--- config.mk ---
export PLATFORM = sky130hd
export DESIGN_NAME = fpsd_front
export DESIGN_NICKNAME = d
export VERILOG_FILES = /design/src/hw/rtl/fpsd_pkg.sv /design/src/hw/rtl/fpsd_front.sv
export SDC_FILE = /design/constraint.sdc
export NUM_CORES = 1
export LEC_CHECK = 0
export BUFFER_PORTS_ARGS = -buffer_cell sky130_fd_sc_hd__buf_2
export CAP_MARGIN = 20
export CORE_ASPECT_RATIO = 1.5
export CORE_MARGIN = 4
export CORE_UTILIZATION = 30
export DETAILED_ROUTE_END_ITERATION = 6
export GPL_TIMING_DRIVEN = 0
export PLACE_DENSITY_LB_ADDON = 0.08
export SYNTH_ARGS = -nofsm -noshare
export SYNTH_HDL_FRONTEND = slang
export SYNTH_SLANG_ARGS = --single-unit
--- constraint.sdc ---
create_clock -name clock -period 5 [get_ports clock]
set_input_delay 0 -clock clock [delete_from_list [all_inputs] [get_ports clock]]
set_output_delay 0 -clock clock [all_outputs]
set_load 0.01 [all_outputs]
--- src/hw/rtl/fpsd_pkg.sv ---
// Shared types and constants for the saturating 16.16 fixed-point divider.
// No dependencies; imported by every fpsd_* module.
package fpsd_pkg;

   localparam int unsigned WORD_W    = 32;
   localparam int unsigned DIV_STEPS = 32;   // quotient bits, one per divide stage

   localparam int unsigned SAT_SHIFT   = 14;
   localparam int unsigned BIG_SHIFT   = 8;
   localparam int unsigned SMALL_SHIFT = 16;

   localparam logic [WORD_W-1:0] BIG_DIVISOR = 32'h0001_0000;
   localparam logic [WORD_W-1:0] MOST_NEG    = 32'h8000_0000;
   localparam logic [WORD_W-1:0] MOST_POS    = 32'h7FFF_FFFF;

   // Magnitudes and result sign after the first front stage.
   typedef struct packed {
      logic [WORD_W-1:0] mag_a;
      logic [WORD_W-1:0] mag_b;
      logic              neg;
   } fpsd_mag_type;

   // Per-item control carried along the divide pipeline.
   typedef struct packed {
      logic sat;
      logic neg;
   } fpsd_ctl_type;

   // Restoring-divide working set: partial remainder, a shift register that
   // holds the unused dividend bits on top and the quotient bits below,
   // the divisor and the control bits.
   typedef struct packed {
      logic [WORD_W-1:0] rem;
      logic [WORD_W-1:0] shreg;
      logic [WORD_W-1:0] den;
      fpsd_ctl_type      ctl;
   } fpsd_work_type;

endpackage

--- src/hw/rtl/fpsd_front.sv ---
// Front end of the divider: two register stages that take magnitudes, check
// for saturation and scale the operands. Depends on fpsd_pkg.
module fpsd_front
   import fpsd_pkg::*;
(
   input  logic              clock,
   input  logic              reset,
   input  logic              in_valid,
   output logic              in_ready,
   input  logic [WORD_W-1:0] dividend,
   input  logic [WORD_W-1:0] divisor,
   output logic              out_valid,
   input  logic              out_ready,
   output fpsd_work_type     out_work
);

   fpsd_mag_type  mag_ff, mag_in;
   logic          mag_valid_ff;
   fpsd_work_type work_ff, work_in;
   logic          work_valid_ff;
   logic          mag_ready, work_ready;
   logic          big;
   logic [2*WORD_W-SMALL_SHIFT-1:0] num;   // 48-bit scaled dividend

   assign work_ready = !work_valid_ff || out_ready;
   assign mag_ready  = !mag_valid_ff || work_ready;
   assign in_ready   = mag_ready;

   // stage 1: magnitudes (|INT_MIN| is 2^31 unsigned)
   always_comb begin
      mag_in.mag_a = dividend[WORD_W-1] ? WORD_W'(0 - dividend) : dividend;
      mag_in.mag_b = divisor[WORD_W-1]  ? WORD_W'(0 - divisor)  : divisor;
      mag_in.neg   = dividend[WORD_W-1] ^ divisor[WORD_W-1];
   end

   // stage 2: saturation test and scaling; result is floor(num / den)
   always_comb begin
      big = mag_ff.mag_b >= BIG_DIVISOR;
      if (big) begin
         num = {16'b0, mag_ff.mag_a} << BIG_SHIFT;
         work_in.den = mag_ff.mag_b >> BIG_SHIFT;
      end else begin
         num = {16'b0, mag_ff.mag_a} << SMALL_SHIFT;
         work_in.den = mag_ff.mag_b;
      end
      work_in.rem     = {16'b0, num[2*WORD_W-SMALL_SHIFT-1:WORD_W]};
      work_in.shreg   = num[WORD_W-1:0];
      work_in.ctl.sat = (mag_ff.mag_a >> SAT_SHIFT) >= mag_ff.mag_b;
      work_in.ctl.neg = mag_ff.neg;
   end

   always_ff @(posedge clock) begin
      if (reset) begin
         mag_valid_ff  <= 1'b0;
         work_valid_ff <= 1'b0;
      end else begin
         if (mag_ready) begin
            mag_valid_ff <= in_valid;
         end
         if (work_ready) begin
            work_valid_ff <= mag_valid_ff;
         end
      end
   end

   always_ff @(posedge clock) begin
      if (in_valid && mag_ready) begin
         mag_ff <= mag_in;
      end
      if (mag_valid_ff && work_ready) begin
         work_ff <= work_in;
      end
   end

   assign out_valid = work_valid_ff;
   assign out_work  = work_ff;

endmodule

==> run metrics <==
status=completed; Core Rows=67; Post-Syn Area=6748 um^2; Power Density=326.9 nW/um^2; setup tns final=0 ns; Seq/Total Area, Yosys=0.6245; First DRT Iteration DRCs=214; antenna violations before repair=0; largest net degree at the start of global routing=66; crit path max fanout=5; Final Slew Violations=0; Post-synth EDFFs=~140; Seq pwr share=0.481; Startpoint Class=input pin; switching share of power=0.2334; # DRC=0; Critical Path RT=5.16 ns; die area=25010 um^2; Pint=between 2 and 2.5 mW; GP Congestion=0.8592; Pleak=roughly 3.6 nW; crit end category=flop; Clk pin slew, worst setup/hold paths=0.06 ns; CTS buffer count=17; WHS=0.004920 ns; n_diodes=0; Yosys cell types=39; htree depth=4; Syn-to-layout area delta=35.97%; fillers=2084; # setup viols final=0; CORE AREA=22220 um^2; Fin. Hold Viols=0; fmax=0.3336 GHz; Final ANT Viol Nets=0; ys async rst share=0; Via Count=4663; post-cts gate resize count=0; Post-Synthesis Cells=509; placed wire-length estimate=13380 um; vias per inst=4.412; relative slew slack=0.3961; CTS tree=done; vias in the first global route=4819; clock network fraction of total power=0.401; post-synth top area share=0.6186; grt ovf=0; routed wire length=approximately 17000 um; clk buf depth=2; YS warnings=0; Comb power frac=0.118; synth top area cells=edfxtp_1, xnor2_1, mux2_2, ha_1, buf_4; first-pass GRT wire length=26370 um; hold_buf cts=64; CP arrival=3.16 ns; ys flop type=edfxtp_1; # placed instances=just under 1000; number of max-cap violations=0; CP Class=in -> reg; RSZ-0062 raised after global routing=false; drt wl/cell=16.51 um; clock skew=about 0.010 ns; HP Class=in -> reg; Die Height=roughly 190 um; drt pass-1 iters=4; period utilization=0.5996; nets=856; minimum clock period=2.998 ns; CTS Root Buffer Type=clkbuf_16; Psw=700.0 uW; initial core utilization=0.3037; final cell count without fillers=1057; clk sinks=141; I/O Pins=168; Yosys top cell by area=edfxtp_1; All-Layer GR Usage=0.1413; Synth Register Bits=between 100 and 150; VDD IR max=0.2385 mV; postcts setup bufs=0; Die W=about 130 um; worst-margin pin slew=0.9058 ns; Syn Area/Cell=13.26 um^2; layout cells sized above 1=0.2894; Clock Latency Late Sink=0.42 ns; number of port buffers=143
## routing by layer
layer	up-vias	global-route usage	part of all wire
li1	2340	-	-
met5	-	0	0
met3	27	0.02504	0.045
met4	0	0.05622	0.026
met1	2169	0.1647	0.39
met2	127	0.2536	0.53
## power groups by stage
stage	Clock [mW]	Sequential, mW	Combinational [mW]
2_1_floorplan	0	1.47	0.171
3_3_place_gp	0	1.48	0.308
3_5_place_dp	0	1.47	0.318
4_1_cts	1.23	1.45	0.358
5_1_grt	1.28	1.45	0.395
6_report	1.20	1.44	0.354
## cell type report
cell class | instances | area, um^2 | area share
sequential | 141 | 4214 | 0.4593
multi-input combinational | 330 | 2311 | 0.2519
timing repair buffer | 209 | 1396 | 0.1522
clock buffer | 20 | 436.7 | 0.04759
tap | 276 | 345.3 | 0.03764
buffer | 45 | 259.0 | 0.02823
clock inverter | 12 | 122.6 | 0.01336
inverter | 24 | 90.09 | 0.009819
## final timing paths
kind | cells past startpoint | from | end | slack (ns)
hold reg to reg | 0 | mag_ff[0] | out_work[0] | 0.42
setup reg to reg | 6 | mag_ff[32] | out_work[64] | 2.10
hold / removal | 2 | dividend[6] | mag_ff[39] | 0.005
setup / recovery | 8 | dividend[3] | mag_ff[62] | 2.00
## cell usage after synthesis (all sizes together), types with 9 or more instances
master / instances
clkbuf: 19
buf: 26
nand2: 41
ha: 20
nor2: 11
inv: 24
o41ai: 10
edfxtp: 139
mux2: 23
xnor2: 57
o31ai: 17
and2: 9
or4: 12
o21ai: 29
nor2b: 10
## worst max-delay path, stage by stage
cell	delay [ns]
dlygate4sd3_1	0.53
buf_2	0.15
nor4_1	0.66
nand2_1	0.26
or4_4	0.64
o31ai_2	0.27
xnor2_1	0.08
dlygate4sd3_1	0.56
## registers in the layout, indices dropped and copies added (netlist names)
register / count
out_valid: 1
mag_ff: 65
mag_valid_ff: 1
out_work: 74
## stage by stage
| step | area, um^2 | worst slack (ns) | utilization | power, mW |
|---|---|---|---|---|
| global route | 9175 | 1.841 | 0.4130 | 3.125 |
| CTS | 9175 | 1.939 | 0.4130 | 3.038 |
| global placement | 7925 | -0.9012 | 0.3567 | 1.785 |
| floorplan | 6864 | 0.6938 | - | 1.639 |
| finish | 9175 | 2.002 | 0.4130 | 3.000 |
| detailed placement | 7975 | 1.953 | 0.3590 | 1.788 |
## placed cells by master (no fill, tap or decap), types with 17 or more instances in the layout
master / netlist / layout
dlygate4sd3_1: 0 / 64
buf_2: 0 / 143
inv_1: 24 / 24
ha_1: 20 / 20
edfxtp_1: 139 / 139
conb_1: 1 / 32
clkbuf_16: 0 / 17
nand2_1: 41 / 41
o21ai_0: 28 / 28
clkbuf_1: 19 / 22
buf_4: 24 / 24
mux2_2: 23 / 23
xnor2_1: 57 / 57
## cells by family after synthesis
group                    synth area share
adder cells (fa/ha/maj)           0.03709
AO/OA/AOI/OAI                     0.07566
other                           0.0005557
buffers and inverters             0.05173
flip-flops                         0.6245
multiplexers                      0.03838
XOR/XNOR                          0.07658
AND/OR/NAND/NOR                   0.09549
Power figures use the tool's default switching activity.
