## config.mk

```make
export PLATFORM = sky130hd
export DESIGN_NAME = fpsd_div_stage
export DESIGN_NICKNAME = d
export VERILOG_FILES = /design/src/hw/rtl/fpsd_pkg.sv /design/src/hw/rtl/fpsd_div_stage.sv
export SDC_FILE = /design/constraint.sdc
export NUM_CORES = 1
export LEC_CHECK = 0
export ABC_AREA = 1
export BUFFER_PORTS_ARGS = -buffer_cell sky130_fd_sc_hd__buf_2
export CELL_PAD_IN_SITES_DETAIL_PLACEMENT = 0
export CELL_PAD_IN_SITES_GLOBAL_PLACEMENT = 2
export CORE_UTILIZATION = 31
export CTS_CLUSTER_SIZE = 20
export DETAILED_ROUTE_END_ITERATION = 12
export PLACE_DENSITY = 0.95
export SLEW_MARGIN = 20
export SYNTH_ARGS = -nofsm -noshare
export SYNTH_HDL_FRONTEND = slang
export SYNTH_SLANG_ARGS = --single-unit
```

## constraint.sdc

```tcl
create_clock -name clock -period 17.65 [get_ports clock]
set_clock_uncertainty 0.2 [all_clocks]
set_input_delay 4.4125 -clock clock [delete_from_list [all_inputs] [get_ports clock]]
set_output_delay 4.4125 -clock clock [all_outputs]
set_load 0.005 [all_outputs]
```

## src/hw/rtl/fpsd_pkg.sv

```systemverilog
// Shared types and constants for the saturating 16.16 fixed-point divider.
// No dependencies; imported by every fpsd_* module.
package fpsd_pkg;

   localparam int unsigned WORD_W    = 32;
   localparam int unsigned DIV_STEPS = 32;   // quotient bits, one per divide stage

   localparam int unsigned SAT_SHIFT   = 14;
   localparam int unsigned BIG_SHIFT   = 8;
   localparam int unsigned SMALL_SHIFT = 16;

   localparam logic [WORD_W-1:0] BIG_DIVISOR = 32'h0001_0000;
   localparam logic [WORD_W-1:0] MOST_NEG    = 32'h8000_0000;
   localparam logic [WORD_W-1:0] MOST_POS    = 32'h7FFF_FFFF;

   // Magnitudes and result sign after the first front stage.
   typedef struct packed {
      logic [WORD_W-1:0] mag_a;
      logic [WORD_W-1:0] mag_b;
      logic              neg;
   } fpsd_mag_type;

   // Per-item control carried along the divide pipeline.
   typedef struct packed {
      logic sat;
      logic neg;
   } fpsd_ctl_type;

   // Restoring-divide working set: partial remainder, a shift register that
   // holds the unused dividend bits on top and the quotient bits below,
   // the divisor and the control bits.
   typedef struct packed {
      logic [WORD_W-1:0] rem;
      logic [WORD_W-1:0] shreg;
      logic [WORD_W-1:0] den;
      fpsd_ctl_type      ctl;
   } fpsd_work_type;

endpackage

```

## src/hw/rtl/fpsd_div_stage.sv

```systemverilog
// One restoring-division step: one quotient bit per register stage.
// Depends on fpsd_pkg.
module fpsd_div_stage
   import fpsd_pkg::*;
(
   input  logic          clock,
   input  logic          reset,
   input  logic          in_valid,
   output logic          in_ready,
   input  fpsd_work_type in_work,
   output logic          out_valid,
   input  logic          out_ready,
   output fpsd_work_type out_work
);

   fpsd_work_type work_ff, work_in;
   logic          valid_ff;
   logic [WORD_W:0] trial, diff;
   logic          take;

   assign in_ready = !valid_ff || out_ready;

   always_comb begin
      trial = {in_work.rem, in_work.shreg[WORD_W-1]};
      diff  = trial - {1'b0, in_work.den};
      take  = !diff[WORD_W];
      work_in       = in_work;
      work_in.rem   = take ? diff[WORD_W-1:0] : trial[WORD_W-1:0];
      work_in.shreg = {in_work.shreg[WORD_W-2:0], take};
   end

   always_ff @(posedge clock) begin
      if (reset) begin
         valid_ff <= 1'b0;
      end else if (in_ready) begin
         valid_ff <= in_valid;
      end
   end

   always_ff @(posedge clock) begin
      if (in_valid && in_ready) begin
         work_ff <= work_in;
      end
   end

   assign out_valid = valid_ff;
   assign out_work  = work_ff;

endmodule

```

==> summary.md <==
### Routing
• 5371 — total number of vias
• 0 — residual antenna-violating net count after detailed routing
• 16.5 mm — DRT Wirelength
• 0 — drc violations
• 4.25 — detail-routed via count per cell
• 13.1 um — post-detailed-route wirelength per cell
• 4 — detailed-routing iteration count for the pre-antenna-repair pass
• 253 — DRT iter0 DRCs

### Floorplan
• 31.6% — initial standard-cell utilization of the core
• 19500 sq um — placeable core area
• 143 um — Chip Width
• 202 — top-level port count
• 51 — Std-Cell Rows
• 20400 sq um — Die ar.
• 143 um — vertical extent of the die

### Setup path
• sky130_fd_sc_hd__buf_2 — Slowest cell on crit path
• 4.82 ns — critical path data arrival time
• primary input — startpoint type of the worst setup path
• 13.04 ns — required time of the worst setup path
• 2 — maximum fanout along the worst path
• output pin — Critical Path Sink Type
• primary input to output pin — type of the worst setup path
• sky130_fd_sc_hd__buf_2 — most used cell, CP
• buf_2 -> inv_1 -> nand2_1 -> buf_2 — crit path cell chain
• 0.13 ns — slowest cell delay on critical path

### CTS
• sky130_fd_sc_hd__clkbuf_16 — Root Buffer Master
• 0.35 ns — worst skew pair latency
• 0.07 ns — clock edge transition at the registers on the reported setup and hold paths
• yes — TritonCTS clock tree
• 99 — clock sink total
• 0 — number of buffers inserted to repair setup after CTS
• 9 — total CTS buffers
• 0 — count of hold-fix buffers inserted at cts
• 2 — number of buffers on the longest clock path
• 3 — CTS H-Tree Depth
• 0 — number of instances resized during post-cts repair

### Job
• 0 — Max Cap Viol

### Timing
• 53.4% — Period Utilization, post-route
• 9.43 ns — min cycle time layout
• 46.2% — Max transition margin
• false — RSZ-0062 raised after global routing
• 0 — Final Hold Violating Endpoints
• 0.807 ns — Worst Tran Pin Value
• 106 MHz — highest attainable clock frequency
• 0 — count of final max-slew check failures
• 0 — final setup vio count
• 0 ns — Post-Route Setup TNS

### Pwr
• 0.0441 mV — worst IR drop on VDD
• 81.6 nW/um^2 — power density of the placed cells
• 4.22 nW — P_leak

### Synthesis
• 99 — synthesized flop and latch total
• 6160 sq um — Cell Area, Synth
• sky130_fd_sc_hd__edfxtp_1 48%, sky130_fd_sc_hd__nand2_1 20%, sky130_fd_sc_hd__inv_1 9.8% — largest cells by area after synthesis
• 47.8% — area fraction of the dominant cell type after synthesis
• 48.1% — portion of the post-synthesis area used by sequential elements
• 24 — distinct cell type count after synthesis
• 7.82 sq um — Mapped Avg Cell Area
• 922 — post-synth net total
• 0 — number of warnings printed during yosys synthesis
• 787 — synthesized netlist cell count
• sky130_fd_sc_hd__edfxtp_1 — post-synth top area cell

### Placement
• 13.3 mm — DP Wirelength
• 201 — IO buf count
• 0.841 — GP Congestion

### Global routing
• 0 — overall overflow remaining after global route
• 0 — antenna violations before repair
• 5084 — number of global-route vias before repair
• 26.0 mm — wire length of the first global-routing pass
• 16.8% — total track usage
• 89 — maximum number of pins on one net before global-route repair

### Worst hold path
• register to register — type of the tightest min-delay check

### Cells and area
• 39.8% — final standard cell utilization of the core
• 25.7% — signed area change from the synthesized netlist to the final layout
• 1129 — number of nets at the end of the flow
• 0 — Ant. Diodes
• 23.2% — ratio of cells with drive above 1 in the final layout

### Outcome
• completed — result of the run

-- area by class of cell --
type | count | area [sq um]
clock buffers | 9 | 225
inverters | 161 | 604
well taps | 265 | 332
repair buffers | 202 | 1020
multi-input cells | 521 | 2530
fillers | 2105 | 11700
flip-flops and latches | 99 | 2960
clock inverters | 7 | 65.1
-- power by group --
group | switching (mW) | internal [mW] | leakage [nW] | total (mW)
clock network | 0.0955 | 0.0981 | 0.138 | 0.194
logic | 0.0957 | 0.0557 | 3.12 | 0.151
registers | 0.00395 | 0.283 | 0.963 | 0.287
total | 0.195 | 0.437 | 4.22 | 0.632
-- per-layer routing --
| metal | global-route usage (%) | routed length, um | share of wire, % | up-vias |
|---|---|---|---|---|
| met2 | 27.9 | 7530 | 45 | 130 |
| met4 | 5.60 | 222 | 1.3 | 0 |
| li1 | - | - | - | 2851 |
| met5 | 0 | 0 | 0 | - |
| met3 | 2.75 | 824 | 5.0 | 12 |
| met1 | 22.2 | 7970 | 48 | 2378 |
-- cell families after synthesis --
group	synth area share, %
and+or+nand+nor	28.8
adders and majority gates	6.83
buffers and inverters	10.9
AOI/OAI and AO/OA	3.17
xor gates and xnor gates	2.13
DFF	48.1
-- registers in the layout, summed over array words and instances (netlist names) --
name,count
out_work,98
out_valid,1
-- worst max-delay path: cells and delay by family --
| kind | cells | cell delay (ns) |
|---|---|---|
| and+or+nand+nor | 1 | 0.08 |
| buffers and inverters | 3 | 0.31 |
-- synthesized netlist by cell type --
cell type,instances
sky130_fd_sc_hd__a21oi_1,25
sky130_fd_sc_hd__nand3b_1,2
sky130_fd_sc_hd__a21oi_2,2
sky130_fd_sc_hd__nand4_1,8
sky130_fd_sc_hd__buf_6,6
sky130_fd_sc_hd__edfxtp_1,98
sky130_fd_sc_hd__nand2_2,8
sky130_fd_sc_hd__and2_1,4
sky130_fd_sc_hd__xor2_1,14
sky130_fd_sc_hd__inv_1,160
sky130_fd_sc_hd__or2_1,1
sky130_fd_sc_hd__xnor2_1,1
sky130_fd_sc_hd__nor2_1,39
sky130_fd_sc_hd__ha_1,32
sky130_fd_sc_hd__nand3_1,31
sky130_fd_sc_hd__or2_2,1
sky130_fd_sc_hd__nand2_4,2
sky130_fd_sc_hd__o21bai_1,7
sky130_fd_sc_hd__nor3_1,6
sky130_fd_sc_hd__inv_2,1
sky130_fd_sc_hd__dfxtp_1,1
sky130_fd_sc_hd__and3_1,1
sky130_fd_sc_hd__nand2_1,336
sky130_fd_sc_hd__fa_1,1
-- worst paths after layout --
check / from / end / slack, ns / depth (start not counted)
setup / recovery: out_ready / in_ready / 8.22 / 4
hold / removal: out_valid$_SDFFE_PP0N_ / out_valid$_SDFFE_PP0N_ / 0.36 / 2
setup reg to reg: out_valid$_SDFFE_PP0N_ / out_work[68]$_DFFE_PP_ / 15.63 / 2
hold reg to reg: out_valid$_SDFFE_PP0N_ / out_valid$_SDFFE_PP0N_ / 0.36 / 2
-- placed cells by master (no fill, tap or decap), types with 2 or more instances in the layout --
cell type,Yosys,final
sky130_fd_sc_hd__nand2_4,2,2
sky130_fd_sc_hd__nand2_1,336,336
sky130_fd_sc_hd__edfxtp_1,98,98
sky130_fd_sc_hd__nor3_1,6,6
sky130_fd_sc_hd__clkinv_4,0,3
sky130_fd_sc_hd__a21oi_2,2,2
sky130_fd_sc_hd__clkbuf_16,0,9
sky130_fd_sc_hd__nand3_1,31,31
sky130_fd_sc_hd__xor2_1,14,14
sky130_fd_sc_hd__nand2_2,8,8
sky130_fd_sc_hd__buf_2,0,201
sky130_fd_sc_hd__a21oi_1,25,24
sky130_fd_sc_hd__nand4_1,8,8
sky130_fd_sc_hd__ha_1,32,32
sky130_fd_sc_hd__and2_1,4,4
sky130_fd_sc_hd__nor2_1,39,39
sky130_fd_sc_hd__nand3b_1,2,2
sky130_fd_sc_hd__inv_1,160,160
sky130_fd_sc_hd__o21bai_1,7,7
-- metrics by stage --
stage / setup slack [ns] / power (mW) / cell area [sq um] / hold WS [ns] / instances
finish: 8.22 / 0.632 / 7740 / 0.364 / 1264
global route: 8.18 / 0.672 / 7740 / 0.398 / 1264
CTS: 8.22 / 0.642 / 7730 / 0.371 / 1264
detailed placement: 8.22 / 0.446 / 7440 / 0.362 / 1248
global placement: 8.24 / 0.444 / 7440 / 0.316 / 1248
floorplan: 7.68 / 0.390 / 6160 / 0.307 / 787
Power figures use the tool's default switching activity.
