$ cat src/hw/rtl/fpsd_pkg.sv
// Shared types and constants for the saturating 16.16 fixed-point divider.
// No dependencies; imported by every fpsd_* module.
package fpsd_pkg;

   localparam int unsigned WORD_W    = 32;
   localparam int unsigned DIV_STEPS = 32;   // quotient bits, one per divide stage

   localparam int unsigned SAT_SHIFT   = 14;
   localparam int unsigned BIG_SHIFT   = 8;
   localparam int unsigned SMALL_SHIFT = 16;

   localparam logic [WORD_W-1:0] BIG_DIVISOR = 32'h0001_0000;
   localparam logic [WORD_W-1:0] MOST_NEG    = 32'h8000_0000;
   localparam logic [WORD_W-1:0] MOST_POS    = 32'h7FFF_FFFF;

   // Magnitudes and result sign after the first front stage.
   typedef struct packed {
      logic [WORD_W-1:0] mag_a;
      logic [WORD_W-1:0] mag_b;
      logic              neg;
   } fpsd_mag_type;

   // Per-item control carried along the divide pipeline.
   typedef struct packed {
      logic sat;
      logic neg;
   } fpsd_ctl_type;

   // Restoring-divide working set: partial remainder, a shift register that
   // holds the unused dividend bits on top and the quotient bits below,
   // the divisor and the control bits.
   typedef struct packed {
      logic [WORD_W-1:0] rem;
      logic [WORD_W-1:0] shreg;
      logic [WORD_W-1:0] den;
      fpsd_ctl_type      ctl;
   } fpsd_work_type;

endpackage

$ cat src/hw/rtl/fpsd_back.sv
// Output stage: applies saturation and sign, and holds the response register.
// Depends on fpsd_pkg.
module fpsd_back
   import fpsd_pkg::*;
(
   input  logic              clock,
   input  logic              reset,
   input  logic              in_valid,
   output logic              in_ready,
   input  fpsd_work_type     in_work,
   output logic              out_valid,
   input  logic              out_ready,
   output logic [WORD_W-1:0] quotient
);

   logic [WORD_W-1:0] quotient_ff, quotient_in;
   logic              valid_ff;

   assign in_ready = !valid_ff || out_ready;

   always_comb begin
      if (in_work.ctl.sat) begin
         quotient_in = in_work.ctl.neg ? MOST_NEG : MOST_POS;
      end else if (in_work.ctl.neg) begin
         quotient_in = WORD_W'(0 - in_work.shreg);
      end else begin
         quotient_in = in_work.shreg;
      end
   end

   always_ff @(posedge clock) begin
      if (reset) begin
         valid_ff <= 1'b0;
      end else if (in_ready) begin
         valid_ff <= in_valid;
      end
   end

   always_ff @(posedge clock) begin
      if (in_valid && in_ready) begin
         quotient_ff <= quotient_in;
      end
   end

   assign out_valid = valid_ff;
   assign quotient  = quotient_ff;

endmodule

$ cat config.mk
export PLATFORM = sky130hd
export DESIGN_NAME = fpsd_back
export DESIGN_NICKNAME = d
export VERILOG_FILES = /design/src/hw/rtl/fpsd_pkg.sv /design/src/hw/rtl/fpsd_back.sv
export SDC_FILE = /design/constraint.sdc
export NUM_CORES = 1
export LEC_CHECK = 0
export ABC_AREA = 1
export ABC_CLOCK_PERIOD_IN_PS = 3100
export BUFFER_PORTS_ARGS = -buffer_cell sky130_fd_sc_hd__buf_2
export CAP_MARGIN = 20
export CORE_MARGIN = 3
export CORE_UTILIZATION = 44
export DETAILED_ROUTE_END_ITERATION = 7
export PLACE_DENSITY = 0.78
export SKIP_CTS_REPAIR_TIMING = 1
export SLEW_MARGIN = 20
export SYNTH_ARGS = -nofsm -noshare
export SYNTH_HDL_FRONTEND = slang
export SYNTH_SLANG_ARGS = --single-unit
$ cat constraint.sdc
create_clock -name clock -period 3.1 [get_ports clock]
set_input_delay 0.465 -clock clock [delete_from_list [all_inputs] [get_ports clock]]
set_output_delay 0.465 -clock clock [all_outputs]
set_load 0.02 [all_outputs]
==> out/qor.yml, run 1 <==
worst_skew_pair.late_latency_ps: 290
postSynthCellCount: 283
syn_area_per_cell_um2: 7.94
grt_max_degree: 37
cts.sinks: 33
cp.arrival_ps: 1910
nets: 457
ys.flop_type: "edfxtp_1"
fin_tns_setup_ps: 0
drv_cap: 0
grtUsageTotal_pct: 18.1
synth_top_area_cell: "edfxtp_1"
worstHoldPathType: "input pin to flip-flop"
cp-start-kind: "input pin"
synth_cell_types: 30
final_antenna_net_count: 0
postSynthNetCount: 386
antenna_found_initial: 0
area_growth_pct: 21.4
synth_edf_count: 32
fillers: 480
antenna_cells: 0
coreArea_um2: 4820
fin_skew_ps: 9.85
ys_seq_area_share_pct: 43.7
powerDensity_nw_per_um2: 406
fin_crit_ps: 1880
post-route-drc-count: 0
ios: 136
crit_top_cell: "nand2_1"
die-width_um: 77.5
max_stage_delay_ps: 510
max_freq_mhz: 531
p_switching_uw: 333
path_clk_slew_ps: 60
ir_worst_vdd_uv: 198
dieArea_um2: 6000
htree_levels: 2
ys_warn_count: 0
crit_path_end_kind: "flip-flop"
dp_hpwl_um: 3900
rsz0062_at_grt: "false"
fp-row-count: 25
hold_violations: 0
slew_viol_final: 0
synthTopCellsByArea: "edfxtp_1, nand2_1, nor2_1, xor2_1, nand3_1"
die_h_um: 77.5
place_congestion: 0.884
r2r_slack_ps: 1900
p_int_uw: 776
grt_pass1_wl_um: 8800
vias: 2101
routed_wl_um: 5200
initial_utilization_pct: 46.6
leakagePower_nw: 1.20
grt-ovfl-total: 0
vias_per_cell: 4.98
numPortBuffers: 71
ys_seq_elements: 33
setup_violations: 0
drive_gt1_share_pct: 29.9
synth_top_area_share_pct: 42.8
tightest_slew_ps: 661
syn_area_um2: 2250
final_core_util_pct: 56.6
relSlewSlack_pct: 55.9
dpl_cell_area_um2: 2650
holdWs_ps: 337
crit_family: "buffers and inverters"
status: "complete, no violations"
crit_chain: "buf_2 -> clkinv_4 -> nand2_1 -> inv_1 -> nand2_1 -> nor2_1 -> nand2_1 -> o21ai_0 -> o21ai_0 -> nand2_1"
finalInstanceArea_um2: 2730
fin_crit_sh_pct: 60.7
seqPwrFrac_pct: 48.9
grt_pass1_vias: 1984
routedWlPerCell_um: 12.3
cts.root.buffer_cell: "clkbuf_8"
worstPathRequired_ps: 3130
cts_tree: "done"
cts_buffers: 5
async_flop_share_pct: 0
first_iter_violations: 190
worstPathMaxFanout: 35
swShare_pct: 30.0
crit_type: "input pin to flip-flop"
clkPwrFrac_pct: 28.0
pwr-share-comb_pct: 23.1
drt_first_pass_iters: 5
cpMaxStageDelayCell: "buf_2"
cts_max_path_buffers: 2
path_buf_inv: 3
==> cells in the final DEF (no fill, tap or decap), types with 2 or more instances in the layout <==
cell | Yosys | layout
buf_2 | 5 | 71
clkinv_2 | 0 | 2
clkbuf_8 | 0 | 5
nand3_2 | 2 | 2
nand2_2 | 6 | 6
nor2_1 | 54 | 54
nand3b_1 | 5 | 5
o21ai_1 | 3 | 3
a21oi_1 | 5 | 4
xor2_1 | 11 | 11
nor2_2 | 9 | 9
edfxtp_1 | 32 | 32
xnor2_1 | 6 | 6
nand4_1 | 5 | 5
inv_1 | 20 | 20
o21ai_0 | 14 | 14
nor2_4 | 2 | 2
o21ai_4 | 2 | 2
nand3_1 | 19 | 19
nand2_1 | 70 | 70
==> cells by family (layout without fill, tap and decap cells) <==
kind of cell	count (synthesis)	in the layout	synth area share (%)
xor+xnor	17	17	6.63
flops	33	33	43.7
fa+ha+maj	1	1	0.557
buf+inv	29	101	6.01
compound gates	27	27	7.35
simple gates	176	176	35.8
==> cells in the mapped netlist, types with 2 or more instances <==
master	number
nand2_2	6
o21ai_4	2
nand3_1	19
xor2_1	11
nand4_1	5
nor2_4	2
nand2_1	70
nand3b_1	5
o21ai_1	3
a21oi_1	5
buf_4	2
nand3_2	2
edfxtp_1	32
o21ai_0	14
nor2_2	9
buf_2	5
nor2_1	54
xnor2_1	6
inv_1	20
==> worst paths after layout <==
check,from,end,depth (start not counted)
worst min-delay path,reset,out_valid,2
worst max-delay path,in_work[1],quotient[26],10
worst min register to register,out_valid,out_valid,2
worst max register to register,out_valid,quotient[12],2
==> cell type report <==
type / count / area (um^2) / share of cell area (%)
flip-flops and latches: 33 / 981 / 35.9
clock buffers: 6 / 72.6 / 2.66
multi-input cells: 221 / 1130 / 41.6
well taps: 67 / 83.8 / 3.07
inverters: 21 / 83.8 / 3.07
repair buffers: 72 / 363 / 13.3
clock inverters: 2 / 10.0 / 0.367
==> power groups by stage <==
stage	clock, mW	sequential (mW)	combinational [mW]
after floorplan	0	0.600	0.122
after global placement	0	0.551	0.250
after detailed placement	0	0.551	0.256
after CTS	0.322	0.543	0.257
after global routing	0.338	0.546	0.284
final	0.310	0.542	0.256
==> routing by layer <==
layer	part of all wire [%]	track usage, %	up-vias
li1	-	-	1076
met1	47	23.2	941
met2	44	29.1	72
met3	6.9	4.64	12
met4	2.2	7.30	0
met5	0	0	-
==> sequential cells by signal, summed over array words and instances (netlist names) <==
signal	cells
quotient	32
out_valid	1
==> stage by stage <==
step           instances  worst slack [ps]  total power, mW
2_1_floorplan        283               583            0.722
3_3_place_gp         414               996            0.802
3_5_place_dp         414               936            0.807
4_1_cts              422              1230             1.12
5_1_grt              422              1040             1.17
6_report             422              1220             1.11
Power figures use the tool's default switching activity.
==> run 2: changes to the inputs <==
--- a/config.mk
+++ b/config.mk
@@ -5,8 +5,8 @@
 export SDC_FILE = /design/constraint.sdc
 export NUM_CORES = 1
 export LEC_CHECK = 0
-export ABC_AREA = 1
-export ABC_CLOCK_PERIOD_IN_PS = 3100
+export ABC_AREA = 0
+export ABC_CLOCK_PERIOD_IN_PS = 1800
 export BUFFER_PORTS_ARGS = -buffer_cell sky130_fd_sc_hd__buf_2
 export CAP_MARGIN = 20
 export CORE_MARGIN = 3
==> constraint.sdc (replaced) <==
create_clock -name clock -period 1.8 [get_ports clock]
set_input_delay 0.27 -clock clock [delete_from_list [all_inputs] [get_ports clock]]
set_output_delay 0.27 -clock clock [all_outputs]
set_load 0.02 [all_outputs]
==> run 2 against run 1 <==
Against the previous run: combinational power increased by 84%; count of clock-buffer cells in the layout is 1 higher; critical endpoint is now quotient[27]; die area is essentially flat; critical path type unchanged; synthesized cell count is 19% lower; clock power up 100%.
==> out/qor.yml, run 2 <==
status: "complete, no violations"
die-width_um: 77.4
ys.flop_type: "edfxtp_1"
final_cell_mix: "buf_2, buf_4, nor2_1"
fin_skew_ps: 6.70
p_switching_uw: 574
cpMaxStageDelayCell: "or4_1"
drt_first_pass_iters: 4
antenna_cells: 0
dp_hpwl_um: 4360
synthTopCellsByArea: "edfxtp_1, nor2_1, o211ai_1, xor2_1, a21oi_1"
cts.root.buffer_cell: "clkbuf_8"
ys_warn_count: 0
layout_commonest_cell: "buf_2"
finalInstanceArea_um2: 3000
p_total_mw: 2.02
tightest_slew_ps: 762
grt_pass1_vias: 2188
cp-start-kind: "input pin"
rsz0062_at_grt: "false"
relSlewSlack_pct: 49.2
drive_gt1_share_pct: 38.6
die_h_um: 77.4
hold_violations: 0
crit_type: "input pin to flip-flop"
postSynthNetCount: 332
grt-ovfl-total: 0
place_ws_ps: -135
final_core_util_pct: 62.2
coreArea_um2: 4820
leakagePower_nw: 1.23
nets: 436
numPortBuffers: 71
worstHoldPathType: "input pin to flip-flop"
cts_max_path_buffers: 2
post-route-drc-count: 0
antenna_found_initial: 0
dpl.cell_count: 393
worstPathRequired_ps: 1910
synth_edf_count: 32
htree_levels: 2
fp-row-count: 25
drv_cap: 0
slew_viol_final: 0
largest_reg_flops: 32
postSynthCellCount: 229
cts.sinks: 33
fillers: 424
path_buf_inv: 2
path_clk_slew_ps: 70
swShare_pct: 28.4
clkPwrFrac_pct: 30.8
cts_tree: "done"
powerDensity_nw_per_um2: 673
synth_cell_types: 47
dpl_cell_area_um2: 2900
grt_pass1_wl_um: 10300
initial_utilization_pct: 46.6
fin_cells: 401
max_freq_mhz: 594
seqPwrFrac_pct: 46.0
worstPathMaxFanout: 6
grtUsageTotal_pct: 21.1
fin_ws_ps: 117
async_flop_share_pct: 0
ys_seq_area_share_pct: 43.7
worst_skew_pair.late_latency_ps: 290
ir_worst_vdd_uv: 252
syn_area_um2: 2250
final_antenna_net_count: 0
grt_max_degree: 33
fin_tns_setup_ps: 0
dieArea_um2: 6000
fin_crit_ps: 1680
place_congestion: 0.879
cp.arrival_ps: 1790
crit_chain: "buf_2 -> nor4_1 -> buf_4 -> nand4_1 -> or4_1 -> o211ai_1"
area_growth_pct: 33.5
ios: 136
synth_top_area_share_pct: 42.8
p_int_mw: 1.45
setup_violations: 0
fin_crit_sh_pct: 93.5
cts_buffers: 5
netlist_top_cells_count: "nor2_1, edfxtp_1, a21oi_1, o211ai_1, nor3_1"
vias_per_cell: 5.75
vias: 2305
max_stage_delay_ps: 580
synth_top_area_cell: "edfxtp_1"
ys_seq_elements: 33
pwr-share-comb_pct: 23.3
first_iter_violations: 194
crit_family: "simple AND/OR/NAND/NOR gates"
routed_wl_um: 6210
holdWs_ps: 134
crit_path_end_kind: "flip-flop"
syn_area_per_cell_um2: 9.81
yosysMostFrequentCell: "nor2_1"
routedWlPerCell_um: 15.5
-- run 2: kinds of logic (layout without fill, tap and decap cells) --
kind of cell    after synthesis  in the layout  share of synthesized area (%)
simple gates                104            104                           27.2
compound gates               57             57                           17.9
flops                        33             33                           43.7
buf+inv                      22            127                           5.74
xor+xnor                      8              8                           3.12
mux                           4              4                           1.78
fa+ha+maj                     1              1                          0.557
-- run 2: area by class of cell --
type	instances	area [um^2]	area share, %
repair buffers	112	663	22.1
flip-flops and latches	33	981	32.7
multi-input cells	174	1140	38.1
clock buffers	7	96.3	3.21
clock inverters	1	5.00	0.167
inverters	7	26.3	0.876
well taps	67	83.8	2.80
-- run 2: power by group through the flow --
stage,registers (mW),logic [mW],clock network [mW]
final,0.928,0.470,0.621
after global routing,0.934,0.510,0.659
after CTS,0.928,0.467,0.627
after detailed placement,0.944,0.463,0
after global placement,0.944,0.449,0
after floorplan,1.02,0.184,0
-- run 2: final timing paths --
path	from	end	slack, ps	depth (start not counted)
setup reg to reg	out_valid	quotient[25]	360	2
hold / removal	reset	out_valid	130	2
setup / recovery	in_work[56]	quotient[27]	120	6
hold reg to reg	out_valid	out_valid	510	2
-- run 2: worst register-to-register path, delay by kind of cell (launching register included) --
family           cells  cell delay [ps]
AND/OR/NAND/NOR      2              760
flip-flops           1              310
-- run 2: routing by layer --
layer	vias up	global-route usage (%)	wire, um
li1	1104	-	-
met3	15	4.18	431
met1	1089	27.1	2510
met5	-	0	0
met4	0	9.79	148
met2	97	34.1	3110
==> run 3: changes to the inputs <==
--- a/config.mk
+++ b/config.mk
@@ -9,6 +9,7 @@
 export ABC_CLOCK_PERIOD_IN_PS = 1800
 export BUFFER_PORTS_ARGS = -buffer_cell sky130_fd_sc_hd__buf_2
 export CAP_MARGIN = 20
+export CORE_ASPECT_RATIO = 1.1
 export CORE_MARGIN = 3
 export CORE_UTILIZATION = 44
 export DETAILED_ROUTE_END_ITERATION = 7
==> run 3 against run 2 <==
Against the previous run: sequential share of layout area about the same; total power increased by 5.1%; clock skew increased by 1.5 ps; highest routed layer unchanged; sequential cell count unchanged; first-iteration DRC count decreased by 7.7%; non-clock buffer count unchanged; final cell count decreased by 2.7%; critical path depth increased by 2; count of clock-buffer cells in the layout unchanged.
==> out/qor.yml, run 3 (synthesis gave the netlist of run 2 again) <==
fillers: 394
worst_skew_pair.late_latency_ps: 290
crit_path_start: "in_work[34]"
fin_skew_ps: 8.20
htree_levels: 2
slew_viol_final: 0
die-width_um: 74.1
ir_worst_vdd_uv: 309
rsz0062_at_grt: "false"
p_int_mw: 1.55
numPortBuffers: 71
crit_type: "input pin to flip-flop"
fp-row-count: 26
fin_ws_ps: 90.2
die_h_um: 80.9
cts_max_path_buffers: 2
ios: 136
grtUsageTotal_pct: 20.4
r2r_slack_ps: 370
worstHoldPathType: "input pin to flip-flop"
dieArea_um2: 6000
p_switching_uw: 571
cts_buffers: 5
seqPwrFrac_pct: 43.7
multi_input_area_um2: 1140
antenna_cells: 0
coreArea_um2: 4780
leakagePower_nw: 1.23
grtUsageMet1_pct: 26.2
worstPathRequired_ps: 1910
final_antenna_net_count: 0
busiest_layer: "met2"
status: "complete, no violations"
cts_tree: "done"
dpl_cell_area_um2: 2880
vias: 2228
drive_gt1_share_pct: 38.3
holdWs_ps: 129
crit_path_end_kind: "flip-flop"
largest_reg_flops: 32
powerDensity_nw_per_um2: 708
worstSetupEndpoint: "quotient[24]"
grt_pass1_wl_um: 9570
hold_violations: 0
routed_wl_um: 5860
vias_per_cell: 5.71
max_freq_mhz: 585
swShare_pct: 26.9
first_iter_violations: 179
dp_hpwl_um: 4250
routedWlPerCell_um: 15.0
fin_crit_sh_pct: 95.0
nets: 436
cp.arrival_ps: 1820
grt_pass1_vias: 2114
setup_violations: 0
worstPathMaxFanout: 10
final_cell_mix: "buf_2, buf_4, nor2_1"
cp-start-kind: "input pin"
post-route-drc-count: 0
antenna_found_initial: 0
finalInstanceArea_um2: 3000
worstReg2RegEnd: "quotient[27]"
clkPwrFrac_pct: 34.4
drv_cap: 0
place_ws_ps: -185
gr-usage-met2_pct: 33.7
fin_crit_ps: 1710
place_congestion: 0.778
path_clk_slew_ps: 60
relSlewSlack_pct: 50.9
regArea_um2: 981
pwr-share-comb_pct: 21.9
cts.root.buffer_cell: "clkbuf_8"
tightest_slew_ps: 737
drt_first_pass_iters: 4
grt_use_met3_pct: 3.84
area_growth_pct: 33.5
fin_tns_setup_ps: 0
r2r-start: "out_valid"
grt-ovfl-total: 0
initial_utilization_pct: 47.0
rr_worst_depth: 2
layout_commonest_cell: "buf_2"
grt_max_degree: 33
cts.sinks: 33
[run 3: how the worst min path moves through the flow]
stage	startpoint	endpoint	slack [ps]	cells after the start
global placement	reset	out_valid	430	2
detailed placement	reset	out_valid	430	2
CTS	reset	out_valid	130	2
floorplan	reset	out_valid	340	1
finish	reset	out_valid	130	2
global route	reset	out_valid	130	2
[run 3: power by group through the flow]
stage                     registers, mW  logic [mW]  clock network (mW)
after floorplan                    1.02       0.184                   0
after global placement            0.943       0.451                   0
after detailed placement          0.944       0.461                   0
after CTS                         0.929       0.466               0.744
after global routing              0.934       0.509               0.779
final                             0.928       0.464               0.730
[run 3: layout make-up]
type | instances | area share, %
multi-input combinational | 174 | 38.1
timing repair buffer | 112 | 22.1
clock buffer | 7 | 2.88
inverter | 7 | 0.876
clock inverter | 1 | 1.00
tap | 56 | 2.34
sequential | 33 | 32.7
[run 3: stage by stage]
step,cells,total power [mW],util (%)
6_report,390,2.12,62.7
5_1_grt,390,2.22,62.7
4_1_cts,390,2.14,62.7
3_5_place_dp,382,1.41,60.3
3_3_place_gp,382,1.39,60.3
2_1_floorplan,229,1.20,-
[run 3: per-layer routing]
metal,wire length (um),share of wire [%],up-vias
met5,0,0,-
li1,-,-,1105
met1,2510,43,1032
met4,70,1.2,0
met3,400,6.8,5
met2,2880,49,86
[run 3: worst max-delay path, cell delays in order]
cell,delay [ps]
buf_2,110
inv_1,70
ha_1,180
nor3b_2,170
buf_4,150
nand4_4,180
or4b_1,550
o211ai_1,140
